[config.mk]
export PLATFORM = sky130hd
export DESIGN_NAME = keypad_alarm_controller_flat
export DESIGN_NICKNAME = d
export VERILOG_FILES = /design/src/kac_pkg.sv /design/src/kac_in_if.sv /design/src/kac_out_if.sv /design/src/kac_step.sv /design/src/kac_out_buf.sv /design/src/keypad_alarm_controller.sv /design/src/flat_wrapper.sv
export SDC_FILE = /design/constraint.sdc
export NUM_CORES = 1
export LEC_CHECK = 0
export BUFFER_PORTS_ARGS = -buffer_cell sky130_fd_sc_hd__clkbuf_2
export CORE_MARGIN = 8
export CORE_UTILIZATION = 40
export CTS_CLUSTER_SIZE = 24
export DETAILED_ROUTE_END_ITERATION = 7
export MAX_ROUTING_LAYER = met4
export SYNTH_ARGS = -nofsm -noshare
export SYNTH_HDL_FRONTEND = slang
export SYNTH_SLANG_ARGS = --single-unit
[constraint.sdc]
create_clock -name clk -period 3.54 [get_ports clk]
set_clock_uncertainty 0.2 [all_clocks]
set_input_delay 0 -clock clk [delete_from_list [all_inputs] [get_ports clk]]
set_output_delay 0 -clock clk [all_outputs]
set_load 0.05 [all_outputs]
[src/kac_pkg.sv]
// ---------------------------------------------------------------------------
// kac_pkg
// Shared types and constants of the keypad alarm controller: channel words,
// action codes, mode encodings and register reset values.
// ---------------------------------------------------------------------------
`default_nettype none

package kac_pkg;

    // field widths fixed by the channel definitions
    localparam int ACTION_W    = 2;
    localparam int DIGIT_W     = 4;
    localparam int MODE_W      = 2;
    localparam int DIGITS_W    = 2;
    localparam int COUNT_W     = 16;
    localparam int CFG_DATA_W  = 16;
    localparam int CFG_INDEX_W = 1;

    // the code register holds four digits, later digits compare against zero
    localparam int STORED_DIGITS = 4;

    // register reset values
    localparam logic [CFG_DATA_W-1:0] CODE_RESET   = 16'd533;
    localparam logic [CFG_DATA_W-1:0] RELOAD_RESET = 16'd60000;

    // configuration register indexes
    localparam logic [CFG_INDEX_W-1:0] REG_CODE   = 1'b0;
    localparam logic [CFG_INDEX_W-1:0] REG_RELOAD = 1'b1;

    // action codes of an input word
    localparam logic [ACTION_W-1:0] ACT_TICK = 2'd0;
    localparam logic [ACTION_W-1:0] ACT_ARM  = 2'd1;
    localparam logic [ACTION_W-1:0] ACT_KEY  = 2'd2;

    // mode encoding on the result word
    localparam logic [MODE_W-1:0] MODE_CODE_IDLE  = 2'd0;
    localparam logic [MODE_W-1:0] MODE_CODE_ARMED = 2'd1;
    localparam logic [MODE_W-1:0] MODE_CODE_ALARM = 2'd2;

    // internal controller state
    typedef enum logic [2:0] {
        MODE_IDLE  = 3'b001,
        MODE_ARMED = 3'b010,
        MODE_ALARM = 3'b100
    } mode_t;

    typedef struct packed {
        logic [ACTION_W-1:0] action;
        logic [DIGIT_W-1:0]  key_value;
    } in_word_t;

    typedef struct packed {
        logic [MODE_W-1:0]   mode;
        logic                buzzer;
        logic [DIGITS_W-1:0] digits_entered;
        logic [COUNT_W-1:0]  countdown_left;
    } out_word_t;

endpackage

`default_nettype wire

[src/kac_in_if.sv]
// ---------------------------------------------------------------------------
// kac_in_if
// Input channel: valid/ready handshake carrying one event word.
// ---------------------------------------------------------------------------
`default_nettype none

interface kac_in_if
    import kac_pkg::*;
();

    logic     valid;
    logic     ready;
    in_word_t word;

    modport source (output valid, output word, input ready);
    modport sink   (input valid, input word, output ready);

endinterface

`default_nettype wire

[src/kac_out_if.sv]
// ---------------------------------------------------------------------------
// kac_out_if
// Output channel: valid/ready handshake carrying one status word.
// ---------------------------------------------------------------------------
`default_nettype none

interface kac_out_if
    import kac_pkg::*;
();

    logic      valid;
    logic      ready;
    out_word_t word;

    modport source (output valid, output word, input ready);
    modport sink   (input valid, input word, output ready);

endinterface

`default_nettype wire

[src/kac_step.sv]
// ---------------------------------------------------------------------------
// kac_step
// Controller state and configuration registers with the combinational
// next-state logic; drives the status word that the accepted event produces.
// ---------------------------------------------------------------------------
`default_nettype none

module kac_step
    import kac_pkg::*;
#(
    parameter int CODE_LENGTH    = 4,
    parameter int TICKS_PER_STEP = 16
) (
    input  wire logic                   clk,
    input  wire logic                   rst_n,
    input  wire logic                   cfg_we,
    input  wire logic [CFG_INDEX_W-1:0] cfg_index,
    input  wire logic [CFG_DATA_W-1:0]  cfg_data,
    input  wire logic                   accept,
    input  wire in_word_t               in_word,
    output out_word_t                   result
);

    localparam int CNT_W = (CODE_LENGTH > 1) ? $clog2(CODE_LENGTH) : 1;
    localparam int PS_W  = (TICKS_PER_STEP > 1) ? $clog2(TICKS_PER_STEP) : 1;
    localparam int BUF_D = (CODE_LENGTH > 1) ? CODE_LENGTH - 1 : 1;
    localparam logic [CNT_W-1:0] LAST_DIGIT = CNT_W'(CODE_LENGTH - 1);
    localparam logic [PS_W-1:0]  LAST_TICK  = PS_W'(TICKS_PER_STEP - 1);

    logic [CFG_DATA_W-1:0] code_reg;
    logic [CFG_DATA_W-1:0] reload_reg;

    mode_t              mode_reg,      mode_next;
    logic [COUNT_W-1:0] countdown_reg, countdown_next;
    logic [PS_W-1:0]    prescale_reg,  prescale_next;
    logic [CNT_W-1:0]   count_reg,     count_next;
    logic               buzzer_reg,    buzzer_next;
    logic [DIGIT_W-1:0] entry_reg [BUF_D];

    logic [DIGIT_W-1:0] want [CODE_LENGTH];
    logic               key_store;
    logic               match;
    logic [CNT_W+1:0]   count_wide;

    // configuration registers
    always_ff @(posedge clk or negedge rst_n)
    begin
        if (!rst_n)
        begin
            code_reg   <= CODE_RESET;
            reload_reg <= RELOAD_RESET;
        end
        else if (cfg_we)
        begin
            unique case (cfg_index)
                REG_CODE:   code_reg   <= cfg_data;
                REG_RELOAD: reload_reg <= cfg_data;
                default:    ;
            endcase
        end
    end

    // expected digit per position, zero past the stored four
    for (genvar g = 0; g < CODE_LENGTH; g++)
    begin : g_want
        if (g < STORED_DIGITS)
        begin : g_stored
            assign want[g] = code_reg[g*DIGIT_W +: DIGIT_W];
        end
        else
        begin : g_zero
            assign want[g] = '0;
        end
    end

    // compare held digits plus the incoming last digit
    always_comb
    begin
        match = (in_word.key_value == want[CODE_LENGTH-1]);
        for (int i = 0; i < CODE_LENGTH - 1; i++)
        begin
            if (entry_reg[i] != want[i])
            begin
                match = 1'b0;
            end
        end
    end

    // next-state logic for one event
    always_comb
    begin
        mode_next      = mode_reg;
        countdown_next = countdown_reg;
        prescale_next  = prescale_reg;
        count_next     = count_reg;
        buzzer_next    = buzzer_reg;
        key_store      = 1'b0;
        if (accept)
        begin
            unique case (in_word.action)
                ACT_TICK:
                begin
                    if (prescale_reg == LAST_TICK)
                    begin
                        prescale_next = '0;
                        if (mode_reg == MODE_ARMED && countdown_reg != '0)
                        begin
                            countdown_next = countdown_reg - 1'b1;
                            if (countdown_reg == COUNT_W'(1))
                            begin
                                mode_next   = MODE_ALARM;
                                buzzer_next = 1'b1;
                            end
                        end
                    end
                    else
                    begin
                        prescale_next = prescale_reg + 1'b1;
                    end
                end
                ACT_ARM:
                begin
                    if (mode_reg == MODE_IDLE)
                    begin
                        mode_next      = MODE_ARMED;
                        countdown_next = reload_reg;
                    end
                end
                ACT_KEY:
                begin
                    if (mode_reg == MODE_ARMED)
                    begin
                        if (count_reg == LAST_DIGIT)
                        begin
                            count_next = '0;
                            if (match)
                            begin
                                mode_next      = MODE_IDLE;
                                countdown_next = reload_reg;
                                buzzer_next    = 1'b0;
                            end
                        end
                        else
                        begin
                            key_store  = 1'b1;
                            count_next = count_reg + 1'b1;
                        end
                    end
                end
                default: ;
            endcase
        end
    end

    // control state
    always_ff @(posedge clk or negedge rst_n)
    begin
        if (!rst_n)
        begin
            mode_reg      <= MODE_IDLE;
            countdown_reg <= RELOAD_RESET;
            prescale_reg  <= '0;
            count_reg     <= '0;
            buzzer_reg    <= 1'b0;
        end
        else
        begin
            mode_reg      <= mode_next;
            countdown_reg <= countdown_next;
            prescale_reg  <= prescale_next;
            count_reg     <= count_next;
            buzzer_reg    <= buzzer_next;
        end
    end

    // entry digits, written in order
    always_ff @(posedge clk)
    begin
        for (int i = 0; i < CODE_LENGTH - 1; i++)
        begin
            if (key_store && count_reg == CNT_W'(i))
            begin
                entry_reg[i] <= in_word.key_value;
            end
        end
    end

    // status word after this event
    assign count_wide = {2'b00, count_next};

    always_comb
    begin
        unique case (mode_next)
            MODE_IDLE:  result.mode = MODE_CODE_IDLE;
            MODE_ARMED: result.mode = MODE_CODE_ARMED;
            MODE_ALARM: result.mode = MODE_CODE_ALARM;
            default:    result.mode = MODE_CODE_IDLE;
        endcase
        result.buzzer         = buzzer_next;
        result.digits_entered = count_wide[DIGITS_W-1:0];
        result.countdown_left = countdown_next;
    end

endmodule

`default_nettype wire

[src/kac_out_buf.sv]
// ---------------------------------------------------------------------------
// kac_out_buf
// Result register with a skid entry: holds up to two status words so the
// event side can keep pushing while the consumer stalls, until both are full.
// ---------------------------------------------------------------------------
`default_nettype none

module kac_out_buf
    import kac_pkg::*;
(
    input  wire logic      clk,
    input  wire logic      rst_n,
    input  wire logic      push,
    input  wire out_word_t push_word,
    output logic           can_push,
    kac_out_if.source      out_ch
);

    out_word_t head_reg;
    out_word_t skid_reg;
    logic      head_valid_reg;
    logic      skid_valid_reg;
    logic      pop;

    assign pop          = head_valid_reg && out_ch.ready;
    assign can_push     = !skid_valid_reg;
    assign out_ch.valid = head_valid_reg;
    assign out_ch.word  = head_reg;

    // occupancy
    always_ff @(posedge clk or negedge rst_n)
    begin
        if (!rst_n)
        begin
            head_valid_reg <= 1'b0;
            skid_valid_reg <= 1'b0;
        end
        else if (pop)
        begin
            if (skid_valid_reg)
            begin
                skid_valid_reg <= 1'b0;
            end
            else
            begin
                head_valid_reg <= push;
            end
        end
        else if (push)
        begin
            if (head_valid_reg)
            begin
                skid_valid_reg <= 1'b1;
            end
            else
            begin
                head_valid_reg <= 1'b1;
            end
        end
    end

    // word storage
    always_ff @(posedge clk)
    begin
        if (pop)
        begin
            head_reg <= skid_valid_reg ? skid_reg : push_word;
        end
        else if (push)
        begin
            if (head_valid_reg)
            begin
                skid_reg <= push_word;
            end
            else
            begin
                head_reg <= push_word;
            end
        end
    end

endmodule

`default_nettype wire

[src/keypad_alarm_controller.sv]
// ---------------------------------------------------------------------------
// keypad_alarm_controller
// Three-mode security alarm (idle, armed, alarm) with keypad code entry.
// ---------------------------------------------------------------------------
// One event word is accepted per clock cycle while the output buffer has
// room; each produces exactly one status word, which is queued in the
// output buffer behind any words still waiting there. All state updates and
// the code compare are combinational, between the state registers and a
// two-word output buffer, so the input only stalls when the consumer has
// held off long enough to fill both output entries. There is no clearing
// pass after reset; the block is ready at once. Configuration writes (code,
// countdown reload) take effect at the clock edge of the write.
`default_nettype none

module keypad_alarm_controller
    import kac_pkg::*;
#(
    parameter int CODE_LENGTH    = 4,
    parameter int TICKS_PER_STEP = 16
) (
    input  wire logic                   clk,
    input  wire logic                   rst_n,
    input  wire logic                   cfg_we,
    input  wire logic [CFG_INDEX_W-1:0] cfg_index,
    input  wire logic [CFG_DATA_W-1:0]  cfg_data,
    kac_in_if.sink                      in_ch,
    kac_out_if.source                   out_ch
);

    logic      accept;
    logic      can_push;
    out_word_t result;

    // event handshake
    assign in_ch.ready = can_push;
    assign accept      = in_ch.valid && can_push;

    // state update
    kac_step #(
        .CODE_LENGTH    (CODE_LENGTH),
        .TICKS_PER_STEP (TICKS_PER_STEP)
    ) u_step (
        .clk       (clk),
        .rst_n     (rst_n),
        .cfg_we    (cfg_we),
        .cfg_index (cfg_index),
        .cfg_data  (cfg_data),
        .accept    (accept),
        .in_word   (in_ch.word),
        .result    (result)
    );

    // result register and skid
    kac_out_buf u_out_buf (
        .clk       (clk),
        .rst_n     (rst_n),
        .push      (accept),
        .push_word (result),
        .can_push  (can_push),
        .out_ch    (out_ch)
    );

endmodule

`default_nettype wire
[src/flat_wrapper.sv]
// flat-port wrapper written by rule: the top's interface ports become plain ports
module keypad_alarm_controller_flat import kac_pkg::*;
#(
    parameter int CODE_LENGTH    = 4,
    parameter int TICKS_PER_STEP = 16
)
  (clk, rst_n, cfg_we, cfg_index, cfg_data, in_ch_valid, in_ch_word, in_ch_ready, out_ch_valid, out_ch_word, out_ch_ready);
  kac_in_if in_ch_i ();
  kac_out_if out_ch_i ();
  input  wire logic clk;
  input  wire logic rst_n;
  input  wire logic cfg_we;
  input  wire logic [CFG_INDEX_W-1:0] cfg_index;
  input  wire logic [CFG_DATA_W-1:0] cfg_data;
  input wire logic [$bits(in_ch_i.valid)-1:0] in_ch_valid;
  input wire logic [$bits(in_ch_i.word)-1:0] in_ch_word;
  output wire logic [$bits(in_ch_i.ready)-1:0] in_ch_ready;
  output wire logic [$bits(out_ch_i.valid)-1:0] out_ch_valid;
  output wire logic [$bits(out_ch_i.word)-1:0] out_ch_word;
  input wire logic [$bits(out_ch_i.ready)-1:0] out_ch_ready;
  assign in_ch_i.valid = in_ch_valid;
  assign in_ch_i.word = in_ch_word;
  assign in_ch_ready = in_ch_i.ready;
  assign out_ch_valid = out_ch_i.valid;
  assign out_ch_word = out_ch_i.word;
  assign out_ch_i.ready = out_ch_ready;
  keypad_alarm_controller #(.CODE_LENGTH(CODE_LENGTH), .TICKS_PER_STEP(TICKS_PER_STEP)) u_core (.clk(clk), .rst_n(rst_n), .cfg_we(cfg_we), .cfg_index(cfg_index), .cfg_data(cfg_data), .in_ch(in_ch_i), .out_ch(out_ch_i));
endmodule
==> impl_results.md <==
- Status: finished, final reports clean
- Core ar.: 13000 sq um
- Die W: 131 um
- RR Endpoint: u_core.u_out_buf.out_ch.word[0]
- # DRC: 0
- CP endpoint: u_core.u_out_buf.out_ch.word[0]
- Count of cell types in the netlist: 54
- R2R Setup Slk: 0.58 ns
- Worst-path clk slew: 0.06 ns
- I/O Pins: 51
- I/O Buffers: 50
- Wire length after detailed routing: 12.2 mm
- Global route total overflow: 0
- Final instance area: 6570 sq um
- Worst skew pair latency: 0.41 ns
- Nets: 530
- Syn_area_per_cell: 12.9 sq um
- Post-synth EDFFs: 54
- Post-Synthesis Cells: 407
- VDD IR max: 348 uV
- CP Max Fanout: 11
- GP Congestion: 0.906
- Switch Pwr: 1430 uW
- Req. time, crit path: 3.50 ns
- Net switching fraction of the power: 0.315
- Ys flop type: edfxtp_1
- Period minus WS final: 2.96 ns
- R2R depth: 7
- WP data arrival: 2.93 ns
- Vias/cell: 5.32
- Initial core utilization: 0.403
- DP Wirelength: 8.66 mm
- Chip Height: 131 um
- Fin. Hold Viols: 0
- Worst setup startpoint: u_core.u_step.mode_reg[2]
- Drt pass-1 iters: 5
- Synth warn: 0
- Fraction of layout cells with a size suffix above 1: 0.343
- Achievable Freq: 337 MHz
- Layout overhead on the synthesized area: 24.9%
- Max Buffers Root-to-Sink: 2
- Reg power frac: 0.399
- Antenna viol nets, final: 0
- Worst slew pin tran: 1.10 ns
- Final Cycle Share: 0.837
- Row count: 42
- Clock tree from TritonCTS: yes
- Root buffer cell: clkbuf_16
- RSZ-0062 raised after global routing: no
- Synth area leader: edfxtp_1
- Vias in the first global route: 3718
- Post-CTS Resized: 0
- Area of the die: 17100 sq um
- Antenna violations before repair: 0
- Pins Over Slew Limit: 0
- Max transition margin: 0.265
- Sequential-to-total area share from yosys stat: 0.599
- Clk sink count: 114
- Synth area leaders: edfxtp_1, dfrtp_1, mux2_2
- Routed via count: 3632
- Critical path endpoint category: flop
- Reg2reg start: u_core.u_step.mode_reg[2]
- Ys async rst share: 0.526
- Clock network fraction of design power: 0.372
- All-layer global routing usage: 0.158
- Yosys top cell area share: 0.309
- Setup CP Type: reg2reg
- Hold/Removal Path Class: in2reg
- Total of flip-flops plus latches after synthesis: 114
- Area after DPL: 5720 sq um
- Largest net degree at the start of global routing: 43
- # Max-Cap Violations: 0
- Lkg Pwr: 0.00259 uW
- DR WL/cell: 17.8 um
- Global-route wire length before repair: 19.7 mm
- Cell Area, Synth: 5260 sq um
- Cts bufs inserted: 17
- Cell area power density: 689 nW/um^2
- Setup crit start kind: flop
- DR iter-0 viols: 252
- Postcts setup bufs: 0
- Syn Nets: 443
- Inserted Diodes: 0
- CTS H-tree depth: 4
- Fin Hold WS: 0.0305 ns
- Cell-internal power: 3100 uW
- Setup TNS: 0 ns
- Gate power share: 0.229
- # setup viols final: 0
==> how the worst min path moves through the flow <==
stage	slack, ns	startpoint	cells past startpoint	endpoint
4_1_cts	0.01	in_ch_word[4]	5	u_core.u_step.mode_reg[1]
6_report	0.03	in_ch_word[4]	5	u_core.u_step.mode_reg[1]
5_1_grt	0.05	in_ch_word[4]	5	u_core.u_step.mode_reg[1]
3_5_place_dp	0.05	in_ch_word[1]	1	u_core.u_step.entry_reg[0][5]
2_1_floorplan	-0.50	rst_n	0	u_core.u_out_buf.out_ch.valid
3_3_place_gp	0.04	in_ch_word[1]	1	u_core.u_step.entry_reg[0][5]
==> timing repair <==
| action | 4_1_cts | 5_1_grt |
|---|---|---|
| hold buffers | 25 | 0 |
| endpoints found under the setup margin | 0 | 0 |
| endpoints found under the hold margin | 77 | 0 |
==> per-stage QoR <==
stage	power (uW)	setup slack [ns]	instances	util
2_1_floorplan	2550	0.458	407	-
3_3_place_gp	2830	0.584	626	0.439
3_5_place_dp	2850	0.574	626	0.439
4_1_cts	4580	0.559	683	0.504
5_1_grt	4720	0.295	683	0.504
6_report	4520	0.575	683	0.504
==> power by group through the flow <==
stage          Clock, uW  Sequential (uW)  Combinational [uW]
2_1_floorplan          0             2120                 433
3_3_place_gp           0             1820                1010
3_5_place_dp           0             1830                1020
4_1_cts             1710             1810                1050
5_1_grt             1770             1840                1120
6_report            1680             1810                1040
==> worst max-delay path: stages (launching register included) <==
cell	delay, ns
dfrtp_1	0.45
nor3b_1	0.39
nand4_1	0.16
nor3_2	0.33
and4_1	0.55
o2bb2ai_1	0.11
a22o_1	0.27
mux2_2	0.26
==> cells in the final DEF (no fill, tap or decap), types with 15 or more instances in the layout <==
| cell | synthesis | layout |
|---|---|---|
| nand2_1 | 18 | 18 |
| edfxtp_1 | 54 | 54 |
| dfstp_2 | 19 | 19 |
| dfrtp_1 | 41 | 41 |
| clkbuf_2 | 0 | 50 |
| xnor2_1 | 18 | 18 |
| dlygate4sd3_1 | 0 | 25 |
| a21oi_1 | 15 | 15 |
| nor2_1 | 25 | 25 |
| o21ai_0 | 23 | 22 |
| clkbuf_16 | 0 | 19 |
| mux2_2 | 51 | 51 |
==> kinds of logic (layout without fill, tap and decap cells) <==
| kind of cell | after synthesis | in the layout | share of synthesized area |
|---|---|---|---|
| flops | 114 | 114 | 0.599 |
| xor+xnor | 18 | 18 | 0.0300 |
| simple gates | 115 | 115 | 0.125 |
| compound gates | 78 | 78 | 0.0981 |
| buf+inv | 22 | 122 | 0.0174 |
| fa+ha+maj | 8 | 8 | 0.0190 |
| mux | 52 | 52 | 0.111 |
==> synthesized netlist by cell type, drive strengths merged (9+ instances only) <==
cell,instances
a21oi,16
dfrtp,41
dfstp,19
edfxtp,54
inv,9
mux2,52
nand2,18
nand4,13
nor2,25
nor3,16
nor4,10
o21ai,24
xnor2,18
==> layout make-up <==
class | count | area [sq um]
fill | 1173 | 6470
sequential | 114 | 3150
multi-input combinational | 271 | 2030
timing repair buffer | 81 | 546
clock buffer | 23 | 520
tap | 176 | 220
clock inverter | 9 | 72.6
inverter | 9 | 33.8
==> per-layer routing <==
metal / GRT usage / vias to the layer above / wire, um
met5: - / - / 0
met1: 0.197 / 1780 / 5590
met2: 0.238 / 108 / 5630
li1: - / 1720 / -
met4: 0.0804 / 0 / 437
met3: 0.0377 / 24 / 528
Note: power is estimated with default switching activity, not from simulation.
